[config.mk]
export PLATFORM = sky130hd
export DESIGN_NAME = life_automaton_toroidal_grid
export DESIGN_NICKNAME = d
export VERILOG_FILES = /design/src/hw/rtl/life_pkg.sv /design/src/hw/rtl/life_automaton_toroidal_grid.sv
export SDC_FILE = /design/constraint.sdc
export NUM_CORES = 2
export LEC_CHECK = 0
export BUFFER_PORTS_ARGS = -buffer_cell sky130_fd_sc_hd__buf_2
export CORE_MARGIN = 1
export CORE_UTILIZATION = 50
export CTS_CLUSTER_DIAMETER = 30
export CTS_CLUSTER_SIZE = 8
export DETAILED_ROUTE_END_ITERATION = 7
export PLACE_DENSITY_LB_ADDON = 0.25
export SKIP_LAST_GASP = 1
export SLEW_MARGIN = 10
export SYNTH_ARGS = -nofsm -noshare
export SYNTH_HDL_FRONTEND = slang
export SYNTH_SLANG_ARGS = --single-unit
[constraint.sdc]
create_clock -name i_clk -period 5.1 [get_ports i_clk]
set_input_delay 1.02 -clock i_clk [delete_from_list [all_inputs] [get_ports i_clk]]
set_output_delay 1.02 -clock i_clk [all_outputs]
set_load 0.1 [all_outputs]
[src/hw/rtl/life_pkg.sv]
package life_pkg;

    localparam int COORD_W   = 8;
    localparam int S_TDATA_W = 24;
    localparam int S_TUSER_W = 2;
    localparam int M_TDATA_W = 8;

    localparam logic [S_TUSER_W-1:0] MODE_WRITE = 2'd0;
    localparam logic [S_TUSER_W-1:0] MODE_READ  = 2'd1;
    localparam logic [S_TUSER_W-1:0] MODE_STEP  = 2'd2;

    localparam logic [3:0] BIRTH_COUNT   = 4'd3;
    localparam logic [3:0] SURVIVE_LOW   = 4'd2;

    typedef enum logic [1:0] {
        ST_IDLE,
        ST_ACCESS,
        ST_SWEEP,
        ST_DONE
    } t_state;

    function automatic logic life_rule(input logic alive, input logic [3:0] count);
        logic res;
        if (alive) begin
            res = (count == SURVIVE_LOW) || (count == BIRTH_COUNT);
        end else begin
            res = (count == BIRTH_COUNT);
        end
        return res;
    endfunction

endpackage

[src/hw/rtl/life_automaton_toroidal_grid.sv]
// Cell read or write: the row is read, then modified and written back for a write;
// a request out of range or with an unused mode goes straight to the result.
// Generation step: the row memory is swept one row per cycle.
// One request in flight at a time: a new request is taken only in idle, once the last
// result has been registered; the next request is taken while the last result waits.
// Synchronous active-low reset returns to idle and clears the per-row valid bits,
// so every row reads as all dead until it is next written.
module life_automaton_toroidal_grid #(
    parameter int GRID_WIDTH  = 64,
    parameter int GRID_HEIGHT = 32
) (
    input  logic                           i_clk,
    input  logic                           i_rst_n,
    input  logic                           i_s_axis_tvalid,
    output logic                           o_s_axis_tready,
    input  logic [life_pkg::S_TDATA_W-1:0] i_s_axis_tdata,  // col[7:0], row[15:8], cell_in[16]
    input  logic [life_pkg::S_TUSER_W-1:0] i_s_axis_tuser,  // mode[1:0]
    output logic                           o_m_axis_tvalid,
    input  logic                           i_m_axis_tready,
    output logic [life_pkg::M_TDATA_W-1:0] o_m_axis_tdata   // cell_out[0], in_range[1]
);
    import life_pkg::*;

    localparam int RAW = $clog2(GRID_HEIGHT);
    localparam int CW  = $clog2(GRID_HEIGHT + 3);

    localparam logic [COORD_W-1:0] WIDTH_C   = COORD_W'(GRID_WIDTH);
    localparam logic [COORD_W-1:0] HEIGHT_C  = COORD_W'(GRID_HEIGHT);
    localparam logic [RAW-1:0]     LAST_ROW  = RAW'(GRID_HEIGHT - 1);
    localparam logic [CW-1:0]      CNT_ROW0  = CW'(2);
    localparam logic [CW-1:0]      CNT_WR    = CW'(3);
    localparam logic [CW-1:0]      CNT_RDEND = CW'(GRID_HEIGHT);
    localparam logic [CW-1:0]      CNT_SHEND = CW'(GRID_HEIGHT + 1);
    localparam logic [CW-1:0]      CNT_FINAL = CW'(GRID_HEIGHT + 2);

    t_state r_state;
    t_state n_state;

    logic [S_TUSER_W-1:0] r_mode;
    logic [COORD_W-1:0]   r_col;
    logic [COORD_W-1:0]   r_row;
    logic                 r_cell_in;
    logic [CW-1:0]        r_cnt;

    logic [GRID_WIDTH-1:0] mem [GRID_HEIGHT];
    logic [GRID_HEIGHT-1:0] r_row_valid;
    logic [GRID_WIDTH-1:0] r_rd_data;
    logic                  r_rd_ok;

    logic [GRID_WIDTH-1:0] r_above;
    logic [GRID_WIDTH-1:0] r_cur;
    logic [GRID_WIDTH-1:0] r_first;

    logic r_res_cell;
    logic r_res_range;
    logic r_out_valid;
    logic r_out_cell;
    logic r_out_range;

    logic [S_TUSER_W-1:0] in_mode;
    logic [COORD_W-1:0]   in_col;
    logic [COORD_W-1:0]   in_row;
    logic                 in_cell;
    logic                 in_inside;
    logic                 in_cell_op;
    logic                 s_acc;
    logic                 done_fire;

    logic                  mem_re;
    logic [RAW-1:0]        rd_addr;
    logic                  mem_we;
    logic [RAW-1:0]        wr_addr;
    logic [GRID_WIDTH-1:0] wr_data;

    logic [GRID_WIDTH-1:0] rd_eff;
    logic [GRID_WIDTH-1:0] bit_mask;
    logic                  rd_bit;
    logic [GRID_WIDTH-1:0] below_row;
    logic [GRID_WIDTH-1:0] gen_row;

    assign in_mode    = i_s_axis_tuser;
    assign in_col     = i_s_axis_tdata[7:0];
    assign in_row     = i_s_axis_tdata[15:8];
    assign in_cell    = i_s_axis_tdata[16];
    assign in_inside  = (in_col < WIDTH_C) && (in_row < HEIGHT_C);
    assign in_cell_op = in_inside && ((in_mode == MODE_WRITE) || (in_mode == MODE_READ));

    assign o_s_axis_tready = (r_state == ST_IDLE);
    assign s_acc           = i_s_axis_tvalid && o_s_axis_tready;
    assign done_fire       = (r_state == ST_DONE) && (!r_out_valid || i_m_axis_tready);

    assign rd_eff    = r_rd_ok ? r_rd_data : '0;
    assign bit_mask  = GRID_WIDTH'(1) << r_col;
    assign rd_bit    = |(rd_eff & bit_mask);
    assign below_row = (r_cnt == CNT_FINAL) ? r_first : rd_eff;

    always_comb begin
        for (int c = 0; c < GRID_WIDTH; c++) begin
            int lf;
            int rt;
            logic [3:0] cnt;
            lf  = (c == 0) ? GRID_WIDTH - 1 : c - 1;
            rt  = (c == GRID_WIDTH - 1) ? 0 : c + 1;
            cnt = 4'(r_above[lf]) + 4'(r_above[c]) + 4'(r_above[rt])
                + 4'(r_cur[lf]) + 4'(r_cur[rt])
                + 4'(below_row[lf]) + 4'(below_row[c]) + 4'(below_row[rt]);
            gen_row[c] = life_rule(r_cur[c], cnt);
        end
    end

    always_comb begin
        n_state = r_state;
        unique case (r_state)
            ST_IDLE: begin
                if (s_acc) begin
                    if (in_mode == MODE_STEP) begin
                        n_state = ST_SWEEP;
                    end else if (in_cell_op) begin
                        n_state = ST_ACCESS;
                    end else begin
                        n_state = ST_DONE;
                    end
                end
            end
            ST_ACCESS: begin
                n_state = ST_DONE;
            end
            ST_SWEEP: begin
                if (r_cnt == CNT_FINAL) begin
                    n_state = ST_DONE;
                end
            end
            ST_DONE: begin
                if (done_fire) begin
                    n_state = ST_IDLE;
                end
            end
        endcase
    end

    always_comb begin
        mem_re  = 1'b0;
        rd_addr = '0;
        mem_we  = 1'b0;
        wr_addr = '0;
        wr_data = '0;
        unique case (r_state)
            ST_IDLE: begin
                if (s_acc && in_cell_op) begin
                    mem_re  = 1'b1;
                    rd_addr = in_row[RAW-1:0];
                end
            end
            ST_ACCESS: begin
                if (r_mode == MODE_WRITE) begin
                    mem_we  = 1'b1;
                    wr_addr = r_row[RAW-1:0];
                    wr_data = (rd_eff & ~bit_mask) | (r_cell_in ? bit_mask : '0);
                end
            end
            ST_SWEEP: begin
                if (r_cnt <= CNT_RDEND) begin
                    mem_re  = 1'b1;
                    rd_addr = (r_cnt == '0) ? LAST_ROW : RAW'(r_cnt - CW'(1));
                end
                if (r_cnt >= CNT_WR) begin
                    mem_we  = 1'b1;
                    wr_addr = RAW'(r_cnt - CNT_WR);
                    wr_data = gen_row;
                end
            end
            ST_DONE: begin
                mem_re = 1'b0;
            end
        endcase
    end

    always_ff @(posedge i_clk) begin
        if (mem_we) begin
            mem[wr_addr] <= wr_data;
        end
        if (mem_re) begin
            r_rd_data <= mem[rd_addr];
            r_rd_ok   <= r_row_valid[rd_addr];
        end
    end

    always_ff @(posedge i_clk) begin
        if (!i_rst_n) begin
            r_state     <= ST_IDLE;
            r_cnt       <= '0;
            r_row_valid <= '0;
            r_out_valid <= 1'b0;
        end else begin
            r_state <= n_state;
            if (r_state == ST_SWEEP) begin
                r_cnt <= r_cnt + CW'(1);
            end else begin
                r_cnt <= '0;
            end
            if (mem_we) begin
                r_row_valid[wr_addr] <= 1'b1;
            end
            if (done_fire) begin
                r_out_valid <= 1'b1;
            end else if (i_m_axis_tready) begin
                r_out_valid <= 1'b0;
            end
        end
    end

    always_ff @(posedge i_clk) begin
        if (s_acc) begin
            r_mode      <= in_mode;
            r_col       <= in_col;
            r_row       <= in_row;
            r_cell_in   <= in_cell;
            r_res_cell  <= 1'b0;
            r_res_range <= in_cell_op || (in_mode == MODE_STEP);
        end
        if ((r_state == ST_ACCESS) && (r_mode == MODE_READ)) begin
            r_res_cell <= rd_bit;
        end
        if ((r_state == ST_SWEEP) && (r_cnt != '0) && (r_cnt <= CNT_SHEND)) begin
            r_above <= r_cur;
            r_cur   <= rd_eff;
        end
        if ((r_state == ST_SWEEP) && (r_cnt == CNT_ROW0)) begin
            r_first <= rd_eff;
        end
        if (done_fire) begin
            r_out_cell  <= r_res_cell;
            r_out_range <= r_res_range;
        end
    end

    assign o_m_axis_tvalid = r_out_valid;
    assign o_m_axis_tdata  = {{(M_TDATA_W - 2){1'b0}}, r_out_range, r_out_cell};

    a_no_rw_clash: assert property (@(posedge i_clk) disable iff (!i_rst_n)
        (mem_we && mem_re) |-> (wr_addr != rd_addr))
        else $error("row read and write collide");

    a_accept_busy: assert property (@(posedge i_clk) disable iff (!i_rst_n)
        s_acc |=> (r_state != ST_IDLE))
        else $error("request accepted without leaving idle");

    a_step_result: assert property (@(posedge i_clk) disable iff (!i_rst_n)
        ((r_state == ST_SWEEP) && (r_cnt == CNT_FINAL)) |=> ((r_state == ST_DONE) && r_res_range))
        else $error("generation step did not finish with an in-range result");

    a_write_last: assert property (@(posedge i_clk) disable iff (!i_rst_n)
        ((r_state == ST_SWEEP) && (r_cnt == CNT_FINAL)) |-> (mem_we && (wr_addr == LAST_ROW)))
        else $error("sweep did not end on the last row");

endmodule

Word-level counts from Yosys, hierarchy flattened

Memories as Yosys holds them, arrays and structs flattened. A register that Yosys moved wholly into a read port is not among the register bits.
Cells that the tools add are included.

Input bits: 30
Bits in registers: 254
Bits in latches: 0
Bits in writable memories: 2048
Memory bits (read-only): 0
Word-level logic and storage cells: 808
Output and inout bits: 10
Memories: 1

Memory list:

| memory | depth | bits a word | rd ports | clocked after memory_dff | wr ports | RTL line                           | text |
|---|---|---|---|---|---|---|---|
| mem    | 32    | 64          | 1        | 1                        | 1        | life_automaton_toroidal_grid.sv:45 | `logic [GRID_WIDTH-1:0] mem [GRID_HEIGHT];` |

Shifts and indexed selects: 1
Mux-type cells: 99
$add $sub $neg: 451
$mul: 0
Reductions and logical operators: 88
Bitwise operators: 5
Magnitude comparators: 8
Divide/modulo/power cells: 0
Equal/unequal tests: 139

Operators with widths:

| cell                                                   | count |
|---|---|
| adder 4 x 1 -> 4 bit                                   | 256 |
| == test 4 x 2 -> 1 bit (second input constant)         | 128 |
| 2-to-1 mux 64 bit                                      | 5 |
| adder 3 x 1 -> 4 bit                                   | 64 |
| adder 2 x 1 -> 3 bit                                   | 64 |
| adder 1 x 1 -> 2 bit                                   | 64 |
| bitwise AND 64 bit                                     | 2 |
| case mux 64 bit (2 select lines)                       | 1 |
| 2-to-1 mux 1 bit                                       | 76 |
| logical OR 1 bit                                       | 67 |
| inverter 64 bit                                        | 1 |
| bitwise OR 64 bit                                      | 1 |
| OR reduction 64 bit                                    | 1 |
| << shifter 1 x 8 -> 64 bit (first input constant)      | 1 |
| bitwise OR 32 bit                                      | 1 |
| 2-to-1 mux 5 bit                                       | 5 |
| case mux 5 bit (2 select lines)                        | 2 |
| less-or-equal comparator 6 bit (second input constant) | 2 |
| < comparator 5 x 6 -> 1 bit (second input constant)    | 2 |
| logical AND 1 bit                                      | 10 |
| 2-to-1 mux 2 bit                                       | 5 |
| < comparator 8 x 6 -> 1 bit (second input constant)    | 1 |
| < comparator 8 x 7 -> 1 bit (second input constant)    | 1 |
| case mux 2 bit (4 select lines)                        | 1 |
| other kinds (21)                                       | 30 |

Logic depth before layout (Yosys ltp)

Depth in word-level cells: 12
Depth in mapped cells: 20
Depth with buffers taken out: 18

Worst setup path before layout

Ideal clock, no wire load.

Kind: reg-to-reg
Start: register r_state[1]
End: memory mem[12][0] (enable)
Slack: 31 ps
Clock period less this slack: 5069 ps
Arrival time: 4581 ps
Stages on the path, launching flop included: 8
Required time: 4612 ps
Setup time: 488 ps
Buffers on the path: 0
Cells stage by stage: dfxtp_1 > inv_1 > ha_1 > nor3b_1 > a22oi_1 > nor2b_1 > nand3_1 > nor2_1

Word-level cells in the longest chain between the ends: 4
Elaborated cells between the ends (all ways): 6
Classes of those cells: 2 x eq/ne; 4 x mux

RTL lines:

| element                                                 | RTL line                            | text |
|---|---|---|
| start, declared                                         | life_automaton_toroidal_grid.sv:36  | `t_state r_state;` |
| start signal, assigned                                  | life_automaton_toroidal_grid.sv:195 | `r_state <= n_state;` |
| == test 2 bit or == test 2 x 1 -> 1 bit (tied branches) | life_automaton_toroidal_grid.sv:147 | `unique case (r_state)` |
| case mux 1 bit (2 select lines)                         | life_automaton_toroidal_grid.sv:147 |  |
| 2-to-1 mux 1 bit                                        | life_automaton_toroidal_grid.sv:179 | `if (mem_we) begin` |
| 2-to-1 mux 1 bit (implied by the code)                  | life_automaton_toroidal_grid.sv:180 | `mem[wr_addr] <= wr_data;` |
| end, declared                                           | life_automaton_toroidal_grid.sv:45  |  |

Parallel ways exist; a longest one is shown, timed or not.

Final worst setup path

Start: register r_cnt[5]
End: memory mem[25][0] (data pin)

Word-level cells in the longest chain between the ends: 10
Elaborated cells between the ends (all ways): 12
Classes of those cells: 3 x add/sub; 1 x order compare; 3 x eq/ne; 4 x mux; 1 x reduce/logical

RTL lines:

| element                                   | RTL line                            | text |
|---|---|---|
| start, declared                           | life_automaton_toroidal_grid.sv:43  | `logic [CW-1:0] r_cnt;` |
| start signal, assigned                    | life_automaton_toroidal_grid.sv:197 | `r_cnt <= r_cnt + CW'(1);` |
| == test 6 bit                             | life_automaton_toroidal_grid.sv:95  | `assign below_row = (r_cnt == CNT_FINAL) ? r_first : rd_eff;` |
| 2-to-1 mux 64 bit                         | life_automaton_toroidal_grid.sv:95  |  |
| adder 4 x 1 -> 4 bit (3 in series)        | life_automaton_toroidal_grid.sv:106 | `+ 4'(below_row[lf]) + 4'(below_row[c]) + 4'(below_row[rt]);` |
| == test 4 x 2 -> 1 bit (on tied branches) | life_pkg.sv:25, life_pkg.sv:27      |  |
| logical OR 1 bit                          | life_pkg.sv:25                      | `res = (count == SURVIVE_LOW) \|\| (count == BIRTH_COUNT);` |
| 2-to-1 mux 1 bit                          | life_pkg.sv:24                      | `if (alive) begin` |
| 2-to-1 mux 64 bit (*)                     | life_automaton_toroidal_grid.sv:166 | `if (r_cnt >= CNT_WR) begin` |
| case mux 64 bit (2 select lines) (*)      | life_automaton_toroidal_grid.sv:147 |  |
| named net wr_data[0]                      | life_automaton_toroidal_grid.sv:73  | `logic [GRID_WIDTH-1:0] wr_data;` |

The timed path passes the listed nets; every way through them passes the cells marked *.

==> run_results.csv <==
group,metric,value,unit
worst_setup_path,crit_buf_inv,5,
timing,unrepaired_setup_endpoints_after_global_routing,"true",
clocking,clkSlewWorstSetupHoldPaths,0.04,ns
timing,final.setup.tns,0,ns
timing,final.hold.worst_slack,0.233,ns
final_layout,num-nets-final,6427,
logic_synthesis,netlist.area_leader.share,68.8,%
timing,fin_crit_sh,96.1,%
hold_path,min_delay_path_depth,1,
worst_setup_path,reg2reg_from,"r_cnt[5]",
logic_synthesis,synth_enable_flop_cells,2325,
drt,vias_per_cell,6.30,
logic_synthesis,synth_warnings,0,
flow_run,maxCapViolations,0,
global_routing,globalRouteMet1Util,38.7,%
timing,max_clock_freq,204,MHz
timing,hold_viol,0,
drt,dr_iter_0_viols,6997,
worst_setup_path,critPathCaptureType,"register",
global_routing,grt_start_max_net_pins,88,
logic_synthesis,async_reset_ff_share,0,%
global_routing,global_route.usage.met2,43.0,%
worst_setup_path,timing.critical_path.slowest_stage_cell,"sky130_fd_sc_hd__dfxtp_1",
clocking,cts-hold-fix-buffers,0,
timing,tightest_slew,1.22,ns
floorplanning,die_boundary_width,452,um
worst_setup_path,worst-endpoint-required,5.76,ns
status,status,"completed",
clocking,clock_sink_count,2366,
logic_synthesis,mappedNetlistArea,101000,um^2
logic_synthesis,post_synth_most_frequent_cells,"2325 x sky130_fd_sc_hd__edfxtp_1, 498 x sky130_fd_sc_hd__mux4_2, 365 x sky130_fd_sc_hd__inv_1",
worst_setup_path,r2r-end,"mem[25][0]",
global_routing,vias_in_the_first_global_route,57100,
clocking,cts-root-to-sink-buffers,4,
drt,ant_nets,0,
logic_synthesis,synth_area_leaders,"sky130_fd_sc_hd__edfxtp_1 69%, sky130_fd_sc_hd__mux4_2 11%, sky130_fd_sc_hd__fa_1 4.8%",
global_routing,met3_usage,5.56,%
logic_synthesis,postSynthAreaPerCell,19.0,um^2
placed_design,place.port_buffers,26,
pwr,design_power,67.3,mW
drt,vias,56100,
pwr,power_per_cell_area,554,nW/um^2
floorplanning,initial_utilization,50.5,%
drt,drtPass1Iterations,6,
global_routing,top_usage_layer_grt,"met2",
floorplanning,chipHeight,452,um
logic_synthesis,yosysMostFrequentCell,"sky130_fd_sc_hd__edfxtp_1",
final_layout,final_layout_size_suffix_gt1_share,26.1,%
worst_setup_path,timing.critical_path.cells,"and3_4 > buf_4 > nand2_1 > o21ai_0 > inv_1 > xnor2_1 > ha_1 > inv_1 > fa_1 > inv_1 > ha_1 > fa_1 > nand3_1 > o21ai_0 > o2111ai_1 > o21ai_0 > and2_1 > buf_4",
global_routing,global_route.usage.total,27.4,%
floorplanning,floorplan.rows,164,
hold_path,hold_start,"i_s_axis_tdata[16]",
global_routing,grt_pass1_wl,400000,um
pwr,vdd_ir_drop_max,0.000374,V
worst_setup_path,worst_path_dominant_cell_family,"adder cells",
worst_setup_path,critical-path-max-stage-delay,0.53,ns
hold_path,worst_hold_path_type,"in2reg",
timing,finalClockSkew,0.0663,ns
logic_synthesis,postSynthCellCount,5347,
drt,postRouteWirelength,278000,um
worst_setup_path,timing.critical_path.arrival,5.57,ns
final_layout,flow.area_growth_from_synthesis,19.9,%
worst_setup_path,r2r_setup_slack,0.20,ns
clocking,deepest_level_of_the_cts_h_tree,5,
logic_synthesis,synth_seq_cells,2366,
global_routing,sum_of_overflow_across_all_layers_after_global_routing,0,
global_routing,grt_antenna_before_repair,17,
floorplanning,floorplan.die_area,205000,um^2
logic_synthesis,synth_flop_cell,"sky130_fd_sc_hd__edfxtp_1",
drt,remaining_drcs,0,
worst_setup_path,critPathMaxFanout,32,
clocking,clock_insertion_delay_worst_skew,0.99,ns
timing,shortest_clock_period_the_worst_path_allows_after_layout,4.90,ns
clocking,clock_tree.root_cell,"sky130_fd_sc_hd__clkbuf_16",
timing,slew_violations,0,
logic_synthesis,seq_area_frac_synth,69.7,%
worst_setup_path,critical_path_class,"reg2reg",
logic_synthesis,distinct_cell_type_count_after_synthesis,69,
worst_setup_path,reg2regPathDepth,18,
floorplanning,floorplan.io_pins,40,
hold_path,holdPathEnd,"r_cell_in",
worst_setup_path,worstSetupStartpointType,"register",
timing,setup_viol_count_final,0,
timing,worst_slew_margin_relative_to_its_limit,18.6,%
pwr,static_leakage_power,38.1,nW
placed_design,detailed_place_hpwl,160000,um
clocking,cts_tree,"done",
clocking,cts_inserted_buffers,453,
drt,wl_per_cell,31.2,um
logic_synthesis,synth_top_cell_by_area,"sky130_fd_sc_hd__edfxtp_1",
floorplanning,placeableCoreArea,201000,um^2
placed_design,finalWeightedCongestion,0.925,
## cell type report
type	count	area, um^2
Fill cell	14100	79100
Sequential cell	2366	70600
Multi-Input combinational cell	2355	28000
Clock buffer	526	11700
Timing Repair Buffer	398	4120
Tap cell	2656	3320
Clock inverter	233	2340
Inverter	365	1370
Antenna cell	2	5.00
## worst max-delay path by stage
stage | startpoint | end | slack [ns] | depth (start not counted)
after CTS | r_cnt[4] | mem[23][27] | 0.002 | 16
after floorplan | r_state[1] | mem[12][0] | 0.03 | 7
after global placement | r_cnt[0] | mem[30][34] | 0.05 | 17
final | r_cnt[5] | mem[25][0] | 0.20 | 18
after global routing | r_cnt[5] | mem[25][0] | -0.05 | 17
after detailed placement | r_cnt[0] | mem[31][34] | -0.03 | 17
## power breakdown
| part | leakage, nW | switching [mW] | internal, mW |
|---|---|---|---|
| Sequential | 18.6 | 0.315 | 22.0 |
| Combinational | 12.7 | 10.1 | 7.31 |
| Clock | 6.84 | 9.19 | 18.4 |
## registers in the layout, summed over array words and instances (netlist names)
| signal | count |
|---|---|
| r_col | 8 |
| r_rd_data | 64 |
| r_mode | 2 |
| r_out_range | 1 |
| r_cur | 64 |
| r_rd_ok | 1 |
| r_cnt | 6 |
| r_above | 64 |
| r_res_range | 1 |
| r_out_cell | 1 |
| r_cell_in | 1 |
| r_row | 5 |
| r_first | 64 |
| r_state | 2 |
| r_res_cell | 1 |
| mem | 2048 |
| r_row_valid | 32 |
| o_m_axis_tvalid | 1 |
## logic make-up after synthesis
group | after synthesis | share of synthesized area (%)
AO/OA/AOI/OAI | 850 | 5.18
XOR/XNOR | 18 | 0.155
adder cells (fa/ha/maj) | 458 | 7.45
buffers and inverters | 631 | 3.11
flip-flops | 2366 | 69.7
multiplexers | 526 | 11.7
other | 1 | 0.00370
AND/OR/NAND/NOR | 497 | 2.78
## routing by layer
metal,routed length [um],vias up
met1,109000,29500
met4,8190,6
met5,55,-
met2,132000,3168
li1,-,22800
met3,27900,559
## layout by cell type, fill, tap and decap left out, types with 14 or more instances in the layout
master	n
sky130_fd_sc_hd__a21boi_0	18
sky130_fd_sc_hd__a21oi_1	188
sky130_fd_sc_hd__a22oi_1	14
sky130_fd_sc_hd__a31oi_1	67
sky130_fd_sc_hd__and2_1	46
sky130_fd_sc_hd__and2_2	20
sky130_fd_sc_hd__buf_12	96
sky130_fd_sc_hd__buf_2	26
sky130_fd_sc_hd__buf_4	276
sky130_fd_sc_hd__bufinv_16	46
sky130_fd_sc_hd__clkbuf_1	66
sky130_fd_sc_hd__clkbuf_16	458
sky130_fd_sc_hd__clkinv_1	94
sky130_fd_sc_hd__clkinv_2	59
sky130_fd_sc_hd__clkinvlp_4	20
sky130_fd_sc_hd__dfxtp_1	41
sky130_fd_sc_hd__edfxtp_1	2325
sky130_fd_sc_hd__fa_1	243
sky130_fd_sc_hd__ha_1	214
sky130_fd_sc_hd__inv_1	365
sky130_fd_sc_hd__mux4_1	20
sky130_fd_sc_hd__mux4_2	498
sky130_fd_sc_hd__nand2_1	131
sky130_fd_sc_hd__nand3_1	80
sky130_fd_sc_hd__nor2_1	65
sky130_fd_sc_hd__nor2_4	32
sky130_fd_sc_hd__nor4_2	57
sky130_fd_sc_hd__o2111ai_1	65
sky130_fd_sc_hd__o21a_1	35
sky130_fd_sc_hd__o21ai_0	147
sky130_fd_sc_hd__o22ai_1	258
sky130_fd_sc_hd__xnor2_1	15
## per-stage QoR
step	instance area, um^2	std cells	util, %	setup slack (ns)
after detailed placement	107000	8139	53.5	-0.0299
final	122000	8901	60.6	0.197
after global routing	122000	8900	60.6	-0.0516
after global placement	107000	8139	53.5	0.0479
after floorplan	101000	5352	-	0.0309
after CTS	122000	8898	60.5	0.00155
## timing repair
action / in CTS / in global routing
resized for setup: 2 / 25
setup endpoints to repair: 64 / 856
endpoints found under the hold margin: 0 / 0
pin swaps: 0 / 1
setup buffers: 0 / 1
(Power assumes the default switching activity.)
